==> src/design/bakery_ticket_arbiter_assert.svh <==
// ----------------------------------------------------------------------------
// bakery_ticket_arbiter_assert.svh
// assertion macros shared by the arbiter rtl, clocked on clk, off in reset
// ----------------------------------------------------------------------------
`ifndef BAKERY_TICKET_ARBITER_ASSERT_SVH
`define BAKERY_TICKET_ARBITER_ASSERT_SVH

// same-cycle implication
`define BTA_ASSERT_IMPL(label, ante, cons, msg) \
  label: assert property (@(posedge clk) disable iff (!rst_n) (ante) |-> (cons)) \
    else $error(msg);

// next-cycle implication
`define BTA_ASSERT_NEXT(label, ante, cons, msg) \
  label: assert property (@(posedge clk) disable iff (!rst_n) (ante) |=> (cons)) \
    else $error(msg);

`endif

==> src/design/bta_pkg.sv <==
// ----------------------------------------------------------------------------
// bta_pkg
// shared constants, codes and types of the bakery ticket arbiter
// ----------------------------------------------------------------------------
package bta_pkg;

  // default sizes
  localparam int DEF_MAX_REQUESTERS = 8;
  localparam int DEF_TICKET_BITS    = 8;
  localparam int DEF_IDX_W          = $clog2(DEF_MAX_REQUESTERS);

  // configuration register
  localparam int             CFG_W     = 4;
  localparam logic [CFG_W-1:0] CFG_RESET = 4'd8;

  // operation codes
  localparam logic [1:0] OP_REQUEST = 2'd0;
  localparam logic [1:0] OP_RELEASE = 2'd1;
  localparam logic [1:0] OP_CHECK   = 2'd2;

  // status codes
  typedef logic [1:0] status_t;
  localparam status_t ST_OK        = 2'd0;
  localparam status_t ST_EXHAUSTED = 2'd1;
  localparam status_t ST_INACTIVE  = 2'd2;

  // compare unit modes
  typedef enum logic {
    CMP_MAX = 1'b0,
    CMP_MIN = 1'b1
  } cmp_mode_t;

endpackage

==> src/design/bta_if.sv <==
// ----------------------------------------------------------------------------
// bta_if
// valid/ready channels for access items and result items
// ----------------------------------------------------------------------------

// access item channel
interface bta_req_if #(
  parameter int IDX_W = bta_pkg::DEF_IDX_W
);
  logic             valid;
  logic             ready;
  logic [1:0]       operation;
  logic [IDX_W-1:0] requester;

  modport source (output valid, output operation, output requester, input ready);
  modport sink   (input valid, input operation, input requester, output ready);
endinterface

// result item channel
interface bta_rsp_if #(
  parameter int IDX_W       = bta_pkg::DEF_IDX_W,
  parameter int TICKET_BITS = bta_pkg::DEF_TICKET_BITS
);
  logic                   valid;
  logic                   ready;
  logic [TICKET_BITS-1:0] ticket;
  logic                   may_enter;
  logic [IDX_W-1:0]       head_requester;
  logic                   head_valid;
  logic [1:0]             status;

  modport source (output valid, output ticket, output may_enter, output head_requester,
                  output head_valid, output status, input ready);
  modport sink   (input valid, input ticket, input may_enter, input head_requester,
                  input head_valid, input status, output ready);
endinterface

==> src/design/bakery_ticket_arbiter.sv <==
// ----------------------------------------------------------------------------
// bakery_ticket_arbiter
// request: max scan, max+1 written unless exhausted, head scan; release: valid
// bit cleared, head scan; check or inactive: head scan; one ticket read per
// cycle over the active count, items taken one at a time; a held result item
// stalls; sync active-low reset clears the ticket valid bits (all tickets zero),
// sets the active count register to 8 and empties the result register
// ----------------------------------------------------------------------------
`include "bakery_ticket_arbiter_assert.svh"

module bakery_ticket_arbiter #(
  parameter int MAX_REQUESTERS = bta_pkg::DEF_MAX_REQUESTERS,
  parameter int TICKET_BITS    = bta_pkg::DEF_TICKET_BITS
) (
  input  logic                      clk,
  input  logic                      rst_n,
  input  logic                      cfg_we,
  input  logic [bta_pkg::CFG_W-1:0] cfg_wdata,
  bta_req_if.sink                   in_ch,
  bta_rsp_if.source                 out_ch
);
  import bta_pkg::*;

  localparam int IDX_W = $clog2(MAX_REQUESTERS);
  localparam int CNT_W = $clog2(MAX_REQUESTERS + 1);

  typedef enum logic [4:0] {
    S_IDLE  = 5'b00001,
    S_MAX   = 5'b00010,
    S_WRITE = 5'b00100,
    S_HEAD  = 5'b01000,
    S_OUT   = 5'b10000
  } state_t;

  // control state
  state_t              state_r, state_nxt;
  logic [CFG_W-1:0]    active_r;
  logic [CNT_W-1:0]    n_r, n_nxt;
  logic [CNT_W-1:0]    issue_cnt_r, issue_cnt_nxt;
  logic                pend_r, pend_nxt;
  logic [MAX_REQUESTERS-1:0] vld_r, vld_nxt;
  logic                out_valid_r, out_valid_nxt;

  // item and scan payload
  logic [1:0]             op_r, op_nxt;
  logic [IDX_W-1:0]       req_r, req_nxt;
  status_t                status_r, status_nxt;
  logic [TICKET_BITS-1:0] best_t_r, best_t_nxt;
  logic                   best_v_r, best_v_nxt;
  logic [IDX_W-1:0]       best_idx_r, best_idx_nxt;
  logic [TICKET_BITS-1:0] my_t_r, my_t_nxt;
  logic [IDX_W-1:0]       pend_idx_r, pend_idx_nxt;
  logic                   rd_vld_r, rd_vld_nxt;

  // result register
  logic [TICKET_BITS-1:0] o_ticket_r, o_ticket_nxt;
  logic                   o_enter_r, o_enter_nxt;
  logic [IDX_W-1:0]       o_head_r, o_head_nxt;
  logic                   o_head_v_r, o_head_v_nxt;
  status_t                o_status_r, o_status_nxt;

  logic                   accept;
  logic [CNT_W-1:0]       n_cfg;
  logic                   inactive;
  logic                   scanning;
  logic                   issue;
  logic                   scan_done;
  logic                   out_load;
  logic [IDX_W-1:0]       rd_addr;
  logic                   ram_we;
  logic [TICKET_BITS-1:0] ram_wdata;
  logic [TICKET_BITS-1:0] ram_rdata;
  logic [TICKET_BITS-1:0] cand;
  logic                   take;
  cmp_mode_t              cmp_mode;

  // handshakes
  assign in_ch.ready = (state_r == S_IDLE);
  assign accept      = in_ch.valid && in_ch.ready;
  assign out_load    = !out_valid_r || out_ch.ready;

  // active count, zero taken as one and saturated at the store depth
  always_comb begin
    if (active_r == '0) begin
      n_cfg = CNT_W'(1);
    end else if (int'(active_r) > MAX_REQUESTERS) begin
      n_cfg = CNT_W'(MAX_REQUESTERS);
    end else begin
      n_cfg = CNT_W'(active_r);
    end
  end

  assign inactive = (CNT_W'(in_ch.requester) >= n_cfg);

  // scan sequencing: one read issued per cycle, data returned in the next cycle
  assign scanning  = (state_r == S_MAX) || (state_r == S_HEAD);
  assign issue     = scanning && (issue_cnt_r < n_r);
  assign scan_done = scanning && !issue && pend_r;
  assign rd_addr   = issue_cnt_r[IDX_W-1:0];
  assign cand      = rd_vld_r ? ram_rdata : '0;
  assign cmp_mode  = (state_r == S_MAX) ? CMP_MAX : CMP_MIN;
  assign ram_wdata = best_t_r + 1'b1;

  // ticket store
  bta_ram #(
    .WIDTH (TICKET_BITS),
    .DEPTH (MAX_REQUESTERS)
  ) u_store (
    .clk   (clk),
    .we    (ram_we),
    .waddr (req_r),
    .wdata (ram_wdata),
    .raddr (rd_addr),
    .rdata (ram_rdata)
  );

  // shared compare unit
  bta_cmp #(
    .TICKET_BITS (TICKET_BITS)
  ) u_cmp (
    .mode   (cmp_mode),
    .cand   (cand),
    .best   (best_t_r),
    .best_v (best_v_r),
    .take   (take)
  );

  // sequencer and datapath next state
  always_comb begin
    state_nxt     = state_r;
    n_nxt         = n_r;
    issue_cnt_nxt = issue_cnt_r;
    pend_nxt      = issue;
    vld_nxt       = vld_r;
    op_nxt        = op_r;
    req_nxt       = req_r;
    status_nxt    = status_r;
    best_t_nxt    = best_t_r;
    best_v_nxt    = best_v_r;
    best_idx_nxt  = best_idx_r;
    my_t_nxt      = my_t_r;
    pend_idx_nxt  = pend_idx_r;
    rd_vld_nxt    = rd_vld_r;
    ram_we        = 1'b0;
    o_ticket_nxt  = o_ticket_r;
    o_enter_nxt   = o_enter_r;
    o_head_nxt    = o_head_r;
    o_head_v_nxt  = o_head_v_r;
    o_status_nxt  = o_status_r;
    out_valid_nxt = out_valid_r;

    // read issue
    if (issue) begin
      issue_cnt_nxt = issue_cnt_r + 1'b1;
      rd_vld_nxt    = vld_r[rd_addr];
      pend_idx_nxt  = rd_addr;
    end

    // accumulate the returning ticket
    if (pend_r && take) begin
      best_t_nxt = cand;
      if (state_r == S_HEAD) begin
        best_v_nxt   = 1'b1;
        best_idx_nxt = pend_idx_r;
      end
    end
    if (pend_r && (state_r == S_HEAD) && (pend_idx_r == req_r)) begin
      my_t_nxt = cand;
    end

    // result register drains
    if (out_valid_r && out_ch.ready) begin
      out_valid_nxt = 1'b0;
    end

    unique case (state_r)
      S_IDLE: begin
        if (accept) begin
          op_nxt        = in_ch.operation;
          req_nxt       = in_ch.requester;
          n_nxt         = n_cfg;
          issue_cnt_nxt = '0;
          best_t_nxt    = '0;
          best_v_nxt    = 1'b0;
          best_idx_nxt  = '0;
          my_t_nxt      = '0;
          status_nxt    = inactive ? ST_INACTIVE : ST_OK;
          if (inactive) begin
            state_nxt = S_HEAD;
          end else if (in_ch.operation == OP_REQUEST) begin
            state_nxt = S_MAX;
          end else if (in_ch.operation == OP_RELEASE) begin
            state_nxt = S_WRITE;
          end else begin
            state_nxt = S_HEAD;
          end
        end
      end
      S_MAX: begin
        if (scan_done) begin
          issue_cnt_nxt = '0;
          state_nxt     = S_WRITE;
        end
      end
      S_WRITE: begin
        if (op_r == OP_REQUEST) begin
          if (best_t_r == '1) begin
            status_nxt = ST_EXHAUSTED;
          end else begin
            ram_we         = 1'b1;
            vld_nxt[req_r] = 1'b1;
          end
        end else begin
          vld_nxt[req_r] = 1'b0;
        end
        best_t_nxt   = '0;
        best_v_nxt   = 1'b0;
        best_idx_nxt = '0;
        state_nxt    = S_HEAD;
      end
      S_HEAD: begin
        if (scan_done) begin
          issue_cnt_nxt = '0;
          state_nxt     = S_OUT;
        end
      end
      S_OUT: begin
        if (out_load) begin
          o_ticket_nxt  = (status_r == ST_INACTIVE) ? '0 : my_t_r;
          o_enter_nxt   = (status_r != ST_INACTIVE) && best_v_r && (best_idx_r == req_r);
          o_head_nxt    = best_v_r ? best_idx_r : '0;
          o_head_v_nxt  = best_v_r;
          o_status_nxt  = status_r;
          out_valid_nxt = 1'b1;
          state_nxt     = S_IDLE;
        end
      end
      default: begin
        state_nxt = S_IDLE;
      end
    endcase
  end

  // control registers
  always_ff @(posedge clk) begin
    if (!rst_n) begin
      state_r     <= S_IDLE;
      active_r    <= CFG_RESET;
      n_r         <= CNT_W'(1);
      issue_cnt_r <= '0;
      pend_r      <= 1'b0;
      vld_r       <= '0;
      out_valid_r <= 1'b0;
    end else begin
      state_r     <= state_nxt;
      n_r         <= n_nxt;
      issue_cnt_r <= issue_cnt_nxt;
      pend_r      <= pend_nxt;
      vld_r       <= vld_nxt;
      out_valid_r <= out_valid_nxt;
      if (cfg_we) begin
        active_r <= cfg_wdata;
      end
    end
  end

  // payload registers
  always_ff @(posedge clk) begin
    op_r       <= op_nxt;
    req_r      <= req_nxt;
    status_r   <= status_nxt;
    best_t_r   <= best_t_nxt;
    best_v_r   <= best_v_nxt;
    best_idx_r <= best_idx_nxt;
    my_t_r     <= my_t_nxt;
    pend_idx_r <= pend_idx_nxt;
    rd_vld_r   <= rd_vld_nxt;
    o_ticket_r <= o_ticket_nxt;
    o_enter_r  <= o_enter_nxt;
    o_head_r   <= o_head_nxt;
    o_head_v_r <= o_head_v_nxt;
    o_status_r <= o_status_nxt;
  end

  // result port
  assign out_ch.valid          = out_valid_r;
  assign out_ch.ticket         = o_ticket_r;
  assign out_ch.may_enter      = o_enter_r;
  assign out_ch.head_requester = o_head_r;
  assign out_ch.head_valid     = o_head_v_r;
  assign out_ch.status         = o_status_r;

  // checks
  `BTA_ASSERT_IMPL(a_issue_bound, scanning, issue_cnt_r <= n_r, "scan ran past active count")
  `BTA_ASSERT_IMPL(a_store_write, ram_we, (op_r == OP_REQUEST) && (best_t_r != '1), "bad store write")
  `BTA_ASSERT_NEXT(a_accept_busy, accept, !in_ch.ready, "item taken while busy")
  `BTA_ASSERT_IMPL(a_enter_head, out_ch.valid && out_ch.may_enter, out_ch.head_valid && (out_ch.ticket != '0), "enter without head")

endmodule

==> src/design/bta_ram.sv <==
// ----------------------------------------------------------------------------
// bta_ram
// generic single-write, single-read ram with registered read data
// ----------------------------------------------------------------------------
module bta_ram #(
  parameter  int WIDTH = bta_pkg::DEF_TICKET_BITS,
  parameter  int DEPTH = bta_pkg::DEF_MAX_REQUESTERS,
  localparam int AW    = $clog2(DEPTH)
) (
  input  logic             clk,
  input  logic             we,
  input  logic [AW-1:0]    waddr,
  input  logic [WIDTH-1:0] wdata,
  input  logic [AW-1:0]    raddr,
  output logic [WIDTH-1:0] rdata
);

  logic [WIDTH-1:0] mem [DEPTH];

  // write port and registered read port
  always_ff @(posedge clk) begin
    if (we) begin
      mem[waddr] <= wdata;
    end
    rdata <= mem[raddr];
  end

endmodule

==> src/design/bta_cmp.sv <==
// ----------------------------------------------------------------------------
// bta_cmp
// shared ticket compare unit, one subtractor for both scan passes
// ----------------------------------------------------------------------------
module bta_cmp #(
  parameter int TICKET_BITS = bta_pkg::DEF_TICKET_BITS
) (
  input  bta_pkg::cmp_mode_t     mode,
  input  logic [TICKET_BITS-1:0] cand,
  input  logic [TICKET_BITS-1:0] best,
  input  logic                   best_v,
  output logic                   take
);
  import bta_pkg::*;

  logic [TICKET_BITS:0] diff;
  logic                 lt;
  logic                 eq;

  // cand - best, borrow means cand is lower
  assign diff = {1'b0, cand} - {1'b0, best};
  assign lt   = diff[TICKET_BITS];
  assign eq   = (diff[TICKET_BITS-1:0] == '0);

  // max pass keeps strictly larger, head pass keeps strictly lower nonzero
  always_comb begin
    unique case (mode)
      CMP_MAX: take = !lt && !eq;
      CMP_MIN: take = (cand != '0) && (!best_v || lt);
      default: take = 1'b0;
    endcase
  end

endmodule

==> src/flat_wrapper.sv <==
// flat-port wrapper written by rule: the top's interface ports become plain ports
module bakery_ticket_arbiter_flat import bta_pkg::*;
#(
  parameter int MAX_REQUESTERS = bta_pkg::DEF_MAX_REQUESTERS,
  parameter int TICKET_BITS    = bta_pkg::DEF_TICKET_BITS
)
  (clk, rst_n, cfg_we, cfg_wdata, in_ch_valid, in_ch_operation, in_ch_requester, in_ch_ready, out_ch_valid, out_ch_ticket, out_ch_may_enter, out_ch_head_requester, out_ch_head_valid, out_ch_status, out_ch_ready);
  bta_req_if in_ch_i ();
  bta_rsp_if #(.TICKET_BITS(TICKET_BITS)) out_ch_i ();
  input  logic clk;
  input  logic rst_n;
  input  logic cfg_we;
  input  logic [bta_pkg::CFG_W-1:0] cfg_wdata;
  input wire logic [$bits(in_ch_i.valid)-1:0] in_ch_valid;
  input wire logic [$bits(in_ch_i.operation)-1:0] in_ch_operation;
  input wire logic [$bits(in_ch_i.requester)-1:0] in_ch_requester;
  output wire logic [$bits(in_ch_i.ready)-1:0] in_ch_ready;
  output wire logic [$bits(out_ch_i.valid)-1:0] out_ch_valid;
  output wire logic [$bits(out_ch_i.ticket)-1:0] out_ch_ticket;
  output wire logic [$bits(out_ch_i.may_enter)-1:0] out_ch_may_enter;
  output wire logic [$bits(out_ch_i.head_requester)-1:0] out_ch_head_requester;
  output wire logic [$bits(out_ch_i.head_valid)-1:0] out_ch_head_valid;
  output wire logic [$bits(out_ch_i.status)-1:0] out_ch_status;
  input wire logic [$bits(out_ch_i.ready)-1:0] out_ch_ready;
  assign in_ch_i.valid = in_ch_valid;
  assign in_ch_i.operation = in_ch_operation;
  assign in_ch_i.requester = in_ch_requester;
  assign in_ch_ready = in_ch_i.ready;
  assign out_ch_valid = out_ch_i.valid;
  assign out_ch_ticket = out_ch_i.ticket;
  assign out_ch_may_enter = out_ch_i.may_enter;
  assign out_ch_head_requester = out_ch_i.head_requester;
  assign out_ch_head_valid = out_ch_i.head_valid;
  assign out_ch_status = out_ch_i.status;
  assign out_ch_i.ready = out_ch_ready;
  bakery_ticket_arbiter #(.MAX_REQUESTERS(MAX_REQUESTERS), .TICKET_BITS(TICKET_BITS)) u_core (.clk(clk), .rst_n(rst_n), .cfg_we(cfg_we), .cfg_wdata(cfg_wdata), .in_ch(in_ch_i), .out_ch(out_ch_i));
endmodule
==> config.mk <==
export PLATFORM = sky130hd
export DESIGN_NAME = bakery_ticket_arbiter_flat
export DESIGN_NICKNAME = d
export VERILOG_FILES = /design/src/design/bta_pkg.sv /design/src/design/bta_if.sv /design/src/design/bakery_ticket_arbiter.sv /design/src/design/bta_ram.sv /design/src/design/bta_cmp.sv /design/src/flat_wrapper.sv
export VERILOG_INCLUDE_DIRS = /design/src /design/src/design
export SDC_FILE = /design/constraint.sdc
export NUM_CORES = 1
export LEC_CHECK = 0
export ABC_CLOCK_PERIOD_IN_PS = 4300
export BUFFER_PORTS_ARGS = -buffer_cell sky130_fd_sc_hd__buf_4
export CAP_MARGIN = 20
export CORE_ASPECT_RATIO = 0.9
export CORE_MARGIN = 2
export CORE_UTILIZATION = 50
export CTS_CLUSTER_SIZE = 16
export DETAILED_ROUTE_END_ITERATION = 8
export PLACE_DENSITY = 0.7
export SLEW_MARGIN = 40
export SYNTH_ARGS = -nofsm -noshare
export SYNTH_HDL_FRONTEND = slang
export SYNTH_SLANG_ARGS = --single-unit
==> constraint.sdc <==
create_clock -name clk -period 4.3 [get_ports clk]
set_input_delay 0.645 -clock clk [delete_from_list [all_inputs] [get_ports clk]]
set_output_delay 0.645 -clock clk [all_outputs]
set_load 0.005 [all_outputs]
==> metrics.txt, run 1 <==
post-route setup TNS 0 ns; die area 13800 µm²; CP required 4.65 ns; post-synth cell types 59; total gr overflow 0; drt first-iter violations 347; DP HPWL 9.26 mm; via count 4091; post-route ant nets 0; drt total wl between 10 and 15 mm; routed len/inst 18.4 µm; share of the synthesized area in the top cell type a little over two fifths; dominant synthesized flop cell edfxtp_1; Multi-input gate area 2450 µm²; Antenna Cells 0; chip height 112 µm; nets 574; crit end category flip-flop; final core utilization between 50 and 60%; final setup violation count 0; Final period util 65.9%; Clock transition at path regs 0.07 ns; FF+latch area 3800 µm²; crit path max fanout 13; top-count cell post-synth edfxtp_1; H-tree levels 4; core area 12600 µm²; Post-CTS Resized 0; RSZ-0062 raised after global routing no; TritonCTS clock tree done; Crit path top cell by count o21ai_0; critical path data arrival time 3.18 ns; Sequential Power Share between 40% and 50%; Cells after Synth 508; Via density 5.68; Comb power frac between 10 and 15%; FF-to-FF path depth 9; Leak ~2.7 nW; headroom to the max-slew limit approximately 48%; status finished, final reports clean; post-synthesis sequential area ratio 59.1%; gr usage total between 20% and 30%; port bufs 30; EDFF count, synth 90; Initial Utilization 50.9%; type of the tightest min-delay check in2reg; Worst path slowest cell edfxtp_1; GPL Wtd Cong a little over 0.8; clk buf depth 2; # IOs 31; initial antenna violation count 0; final hold violations 0; Synth Cell Area between 6000 and 7000 µm²; Row Count 39; main area contributors after synthesis edfxtp_1, dfxtp_1, mux4_2, mux2i_1, ha_1; clock sinks 145; worst skew pair latency 0.43 ns; DRC Markers 0; power density over the cells around 480 nW/µm²; clock power share 42.5%; crit-path cells and2_1 > ha_1 > a21oi_1 > o21ai_0 > o21ai_0 > a211o_1 > nand2_1 > nand3_4 > mux2i_1; CP max stage delay 0.53 ns; Yosys reg bits 145; Sw Share 27.6%; largest net degree at the start of global routing 23; Final Max Slew Viols 0; worst vdd ir 0.000310 V; CTS Hold Bufs 0; syn_nets 539; Max Cap Viol 0; Inserted Clock Buffers 17; Int Pwr roughly 2.6 mW; synth warn 0; Setup Crit Path Kind reg2reg; Synth area leader edfxtp_1; synthesis-to-finish area growth 15.6%; layout cells sized above 1 19.1%; Design Power 3.58 mW; Net Sw Power 0.988 mW; fillcell total 960; vias in the first global route 4097; Startpoint Class flip-flop; global-route wire length before repair 21.6 mm; Die Wd 124 µm; Hold Path Depth 1; drt pass-1 iters 5; postcts setup bufs 0; fmax about 350 MHz; final setup skew 0.0105 ns; Commonest cells post-synth edfxtp_1, dfxtp_1, nor2_1, nand2_1, inv_1; fraction of registers with async set or reset after synthesis 0%; Root Buffer clkbuf_16; mean post-synth cell area 12.7 µm²; Least-Margin Pin Slew slightly below 0.8 ns; Period minus WS final 2.83 ns
## worst paths after layout
| path | slack, ns | to | start |
|---|---|---|---|
| worst max-delay path | 1.47 | u_core.best_t_r[4] | u_core.rd_vld_r |
| worst min-delay path | 0.40 | u_core.op_r[1] | in_ch_operation[1] |
| worst max register to register | 1.47 | u_core.best_t_r[4] | u_core.rd_vld_r |
| worst min register to register | 0.45 | u_core.out_ch.status[0] | u_core.status_r[0] |
## placed cells by master, fill, tap and decap left out, types with 2 or more instances in the layout
| cell | synthesis | layout |
|---|---|---|
| xor2_1 | 9 | 9 |
| nand2_1 | 41 | 41 |
| edfxtp_1 | 90 | 90 |
| a31oi_1 | 3 | 3 |
| nand4_1 | 5 | 5 |
| nor2_1 | 44 | 43 |
| nand3b_1 | 3 | 3 |
| dfxtp_1 | 55 | 55 |
| a21oi_1 | 18 | 18 |
| o21ai_0 | 9 | 9 |
| o221a_2 | 2 | 2 |
| mux4_2 | 18 | 18 |
| nor4_1 | 5 | 5 |
| mux2_2 | 11 | 11 |
| bufinv_16 | 0 | 2 |
| mux2i_1 | 24 | 24 |
| a21o_1 | 7 | 7 |
| and4_1 | 2 | 2 |
| o31ai_1 | 4 | 4 |
| inv_8 | 0 | 4 |
| nor3_1 | 6 | 6 |
| and3_1 | 2 | 2 |
| clkinvlp_4 | 0 | 2 |
| clkbuf_16 | 0 | 17 |
| inv_1 | 33 | 33 |
| nand3_1 | 10 | 10 |
| ha_1 | 17 | 17 |
| and4b_1 | 2 | 2 |
| buf_4 | 1 | 32 |
| and2_1 | 19 | 19 |
| o211a_1 | 3 | 3 |
| or3_1 | 3 | 3 |
| xnor2_1 | 9 | 9 |
| nor2b_1 | 5 | 4 |
| inv_6 | 0 | 5 |
| nand2b_1 | 9 | 9 |
## power by group through the flow
stage          Clock, mW  Sequential (mW)  Combinational [mW]
2_1_floorplan          0             1.59               0.356
6_report            1.52             1.61               0.451
3_5_place_dp           0             1.64               0.445
4_1_cts             1.53             1.61               0.449
3_3_place_gp           0             1.63               0.435
5_1_grt             1.59             1.61               0.502
## cell type report
type	count	share of cell area, %
Clock buffer	17	5.72
Clock inverter	15	2.54
Inverter	33	1.67
Multi-Input combinational cell	314	32.9
Sequential cell	145	51.2
Tap cell	164	2.76
Timing Repair Buffer	32	3.23
## routing by layer
layer | vias to the layer above | wire [µm] | global-route usage, %
li1 | 1924 | - | -
met1 | 2026 | 6250 | 29.8
met2 | 126 | 6120 | 31.8
met3 | 15 | 723 | 4.46
met4 | 0 | 175 | 7.20
met5 | - | 0 | 0
## sequential cells by signal, indices dropped and copies added, names as in the netlist, 3 cells and up, named ones only
register,flops
u_core.n_r,4
u_core.u_store.mem,64
u_core.active_r,4
u_core.out_ch.ticket,8
u_core.best_idx_r,3
u_core.pend_idx_r,3
u_core.req_r,3
u_core.u_store.rdata,8
u_core.issue_cnt_r,4
u_core.out_ch.head_requester,3
u_core.best_t_r,8
u_core.state_r,5
u_core.my_t_r,8
## per-stage QoR
stage	hold WS, ns	std cells	worst slack [ns]	instance area, µm²
after floorplan	0.417	508	1.80	6430
after global placement	0.431	688	1.59	6810
after detailed placement	0.442	688	1.52	6820
after CTS	0.388	720	1.50	7430
after global routing	0.393	720	1.24	7430
final	0.400	720	1.47	7430
## cell families after synthesis
kind of cell | synth area share (%)
DFF | 59.1
and+or+nand+nor | 13.6
AOI/OAI and AO/OA | 6.60
xor gates and xnor gates | 2.45
muxes | 12.0
adders and majority gates | 3.31
buffers and inverters | 2.98
## worst max-delay path: cells and delay by family (launching register included)
family                   cells  cell delay (ns)
adder cells (fa/ha/maj)      1             0.38
multiplexers                 1             0.22
AO/OA/AOI/OAI                4             1.06
AND/OR/NAND/NOR              3             0.56
flip-flops                   1             0.53
(Power assumes the default switching activity.)
==> run 2: changes to the inputs <==
ABC_CLOCK_PERIOD_IN_PS = 2800   (was 4300)
clock period = 2.8 ns   (was 4.3 ns; I/O delays follow)
==> metrics.txt, run 2 (synthesized netlist as in run 1, its figures left out) <==
status finished, final reports clean (unchanged); fmax 374 MHz (was 353 MHz); Final period util 95.6% (was 65.9%); most frequent cells in the layout edfxtp_1, dfxtp_1, buf_4 (was edfxtp_1, dfxtp_1, nor2_1); crit-path cells nand2_1 > ha_1 > inv_1 > ha_1 > nor2b_1 > o221a_2 > nand4_1 > a211oi_1 > nand4_1 > nand3_4 > mux2i_1 (was and2_1 > ha_1 > a21oi_1 > o21ai_0 > o21ai_0 > a211o_1 > nand2_1 > nand3_4 > mux2i_1); Critical Path Start u_core.rd_vld_r (unchanged); DRC Markers 0 (unchanged); Hold Path End u_core.req_r[1] (was u_core.op_r[1]); Sw Share 26.7% (was 27.6%); Net Sw Power 1.49 mW (was 0.988 mW); TritonCTS clock tree done (unchanged); CP required 3.14 ns (was 4.65 ns); Setup Crit Path Kind reg2reg (unchanged); headroom to the max-slew limit 46.7% (was 48.2%); initial antenna violation count 0 (unchanged); drt pass-1 iters 5 (unchanged); final hold violations 0 (unchanged); Crit path buffers/inverters 1 (was 0); total gr overflow 0 (unchanged); power density over the cells 731 nW/µm² (was 482 nW/µm²); Clock transition at path regs 0.07 ns (about the same); chip height 112 µm (unchanged); RR Startpoint u_core.rd_vld_r (unchanged); drt first-iter violations 300 (was 347); worst skew pair latency 0.42 ns (was 0.43 ns); Reg-to-Reg End u_core.best_t_r[6] (was u_core.best_t_r[4]); post-route setup TNS 0 ns (unchanged); Max Cap Viol 0 (unchanged); Leak 2.84 nW (was 2.73 nW); register with the most flip-flops u_core.u_store.mem (unchanged); largest net degree at the start of global routing 23 (unchanged); Least-Margin Pin Slew 0.794 ns (was 0.771 ns); core area 12600 µm² (unchanged); final setup skew 0.00989 ns (was 0.0105 ns); post-route ant nets 0 (unchanged); Period minus WS final 2.68 ns (was 2.83 ns); nets 593 (was 574); FF-to-FF path depth 11 (was 9); layout cells sized above 1 21.9% (was 19.1%); hold path start in_ch_requester[1] (was in_ch_operation[1]); Worst path slowest cell edfxtp_1 (unchanged); DP HPWL 9.64 mm (was 9.26 mm); CP max stage delay 0.50 ns (was 0.53 ns); Startpoint Class flip-flop (unchanged); port bufs 30 (unchanged); Initial Utilization 50.9% (unchanged); worst vdd ir 0.000687 V (was 0.000310 V); gr usage total 21.4% (was 20.9%); Final Cell Area 7630 µm² (was 7430 µm²); RSZ-0062 raised after global routing no (unchanged); via count 4132 (was 4091); Die Wd 124 µm (unchanged); vias in the first global route 4142 (was 4097); crit end category flip-flop (unchanged); final setup violation count 0 (unchanged); # IOs 31 (unchanged); Crit path max-delay family simple AND/OR/NAND/NOR gates (was compound AO/OA/AOI/OAI gates); max FFs per register 64 (unchanged); Hold Path Depth 1 (unchanged); Int Pwr 4.09 mW (was 2.59 mW); routed len/inst 18.8 µm (was 18.4 µm); clock sinks 145 (unchanged); Antenna Cells 0 (unchanged); Inserted Clock Buffers 17 (unchanged); commonest non-fill, non-tap cell in the layout edfxtp_1 (unchanged); H-tree levels 4 (unchanged); crit path max fanout 8 (was 13); fillcell total 971 (was 960); GPL Wtd Cong 0.852 (was 0.806); die area 13800 µm² (unchanged); Comb power frac 14.0% (was 12.6%); Sequential Power Share 43.6% (was 44.9%); Area after DPL 6980 µm² (was 6820 µm²); type of the tightest min-delay check in2reg (unchanged); global-route wire length before repair 21.9 mm (was 21.6 mm); drt total wl 13.9 mm (was 13.3 mm); Root Buffer clkbuf_16 (unchanged); critical path data arrival time 3.02 ns (was 3.18 ns); synthesis-to-finish area growth 18.6% (was 15.6%); clk buf depth 2 (unchanged); Row Count 39 (unchanged); Final Max Slew Viols 0 (unchanged); Via density 5.59 (was 5.68); clock power share 42.5% (about the same); worst reg2reg setup slack 0.12 ns (was 1.47 ns)
run 2: cell types whose count changed in the layout (fill, tap and decap cells not counted), sizes merged:
| cell | delta |
|---|---|
| buf | +18 |
| bufinv | +1 |
| clkbuf | +1 |
| clkinvlp | +1 |
| inv | -2 |
run 2: how the worst max path moves through the flow:
stage               cells after the start                   end
floorplan                              11  u_core.best_idx_r[0]
global placement                       10  u_core.best_idx_r[2]
detailed placement                      9    u_core.best_t_r[6]
CTS                                     9    u_core.best_t_r[6]
global route                           10  u_core.best_idx_r[1]
finish                                 11    u_core.best_t_r[6]
run 2: metrics by stage:
step	cells	util (%)	setup WS (ns)	hold slack, ns	total power [mW]
floorplan	508	-	0.299	0.417	2.99
global placement	705	55.2	0.0933	0.425	3.21
detailed placement	705	55.2	0.0648	0.437	3.23
CTS	737	60.1	0.0379	0.170	5.59
global route	739	60.4	0.0157	0.179	5.78
finish	739	60.4	0.124	0.185	5.58
run 2: what timing repair did:
item,CTS,global route
setup endpoints to repair,0,11
resized for setup,0,5
setup buffers,0,2
endpoints found under the hold margin,0,0
hold buffers,0,0
run 2: power groups by stage:
stage	registers [mW]	logic, mW	clock network [mW]
floorplan	2.45	0.547	0
global placement	2.47	0.735	0
detailed placement	2.48	0.753	0
CTS	2.43	0.761	2.40
global route	2.44	0.851	2.49
finish	2.43	0.779	2.37
run 2: layout make-up:
cell class                 instances  area [µm²]  area share (%)
clock buffer                      17         425            5.58
timing repair buffer              51         418            5.48
multi-input combinational        314        2460            32.2
sequential                       145        3800            49.9
tap                              164         205            2.69
clock inverter                    15         195            2.56
inverter                          33         124            1.62
run 2: metal layers:
metal  global-route usage (%)  routed length [µm]  vias up  share of wire [%]
li1                         -                   -     1971                  -
met1                     29.8                6500     2026                 47
met2                     32.1                6510      113                 47
met3                     4.61                 546       22                3.9
met4                     9.70                 314        0                2.3
met5                        0                   0        -                  0
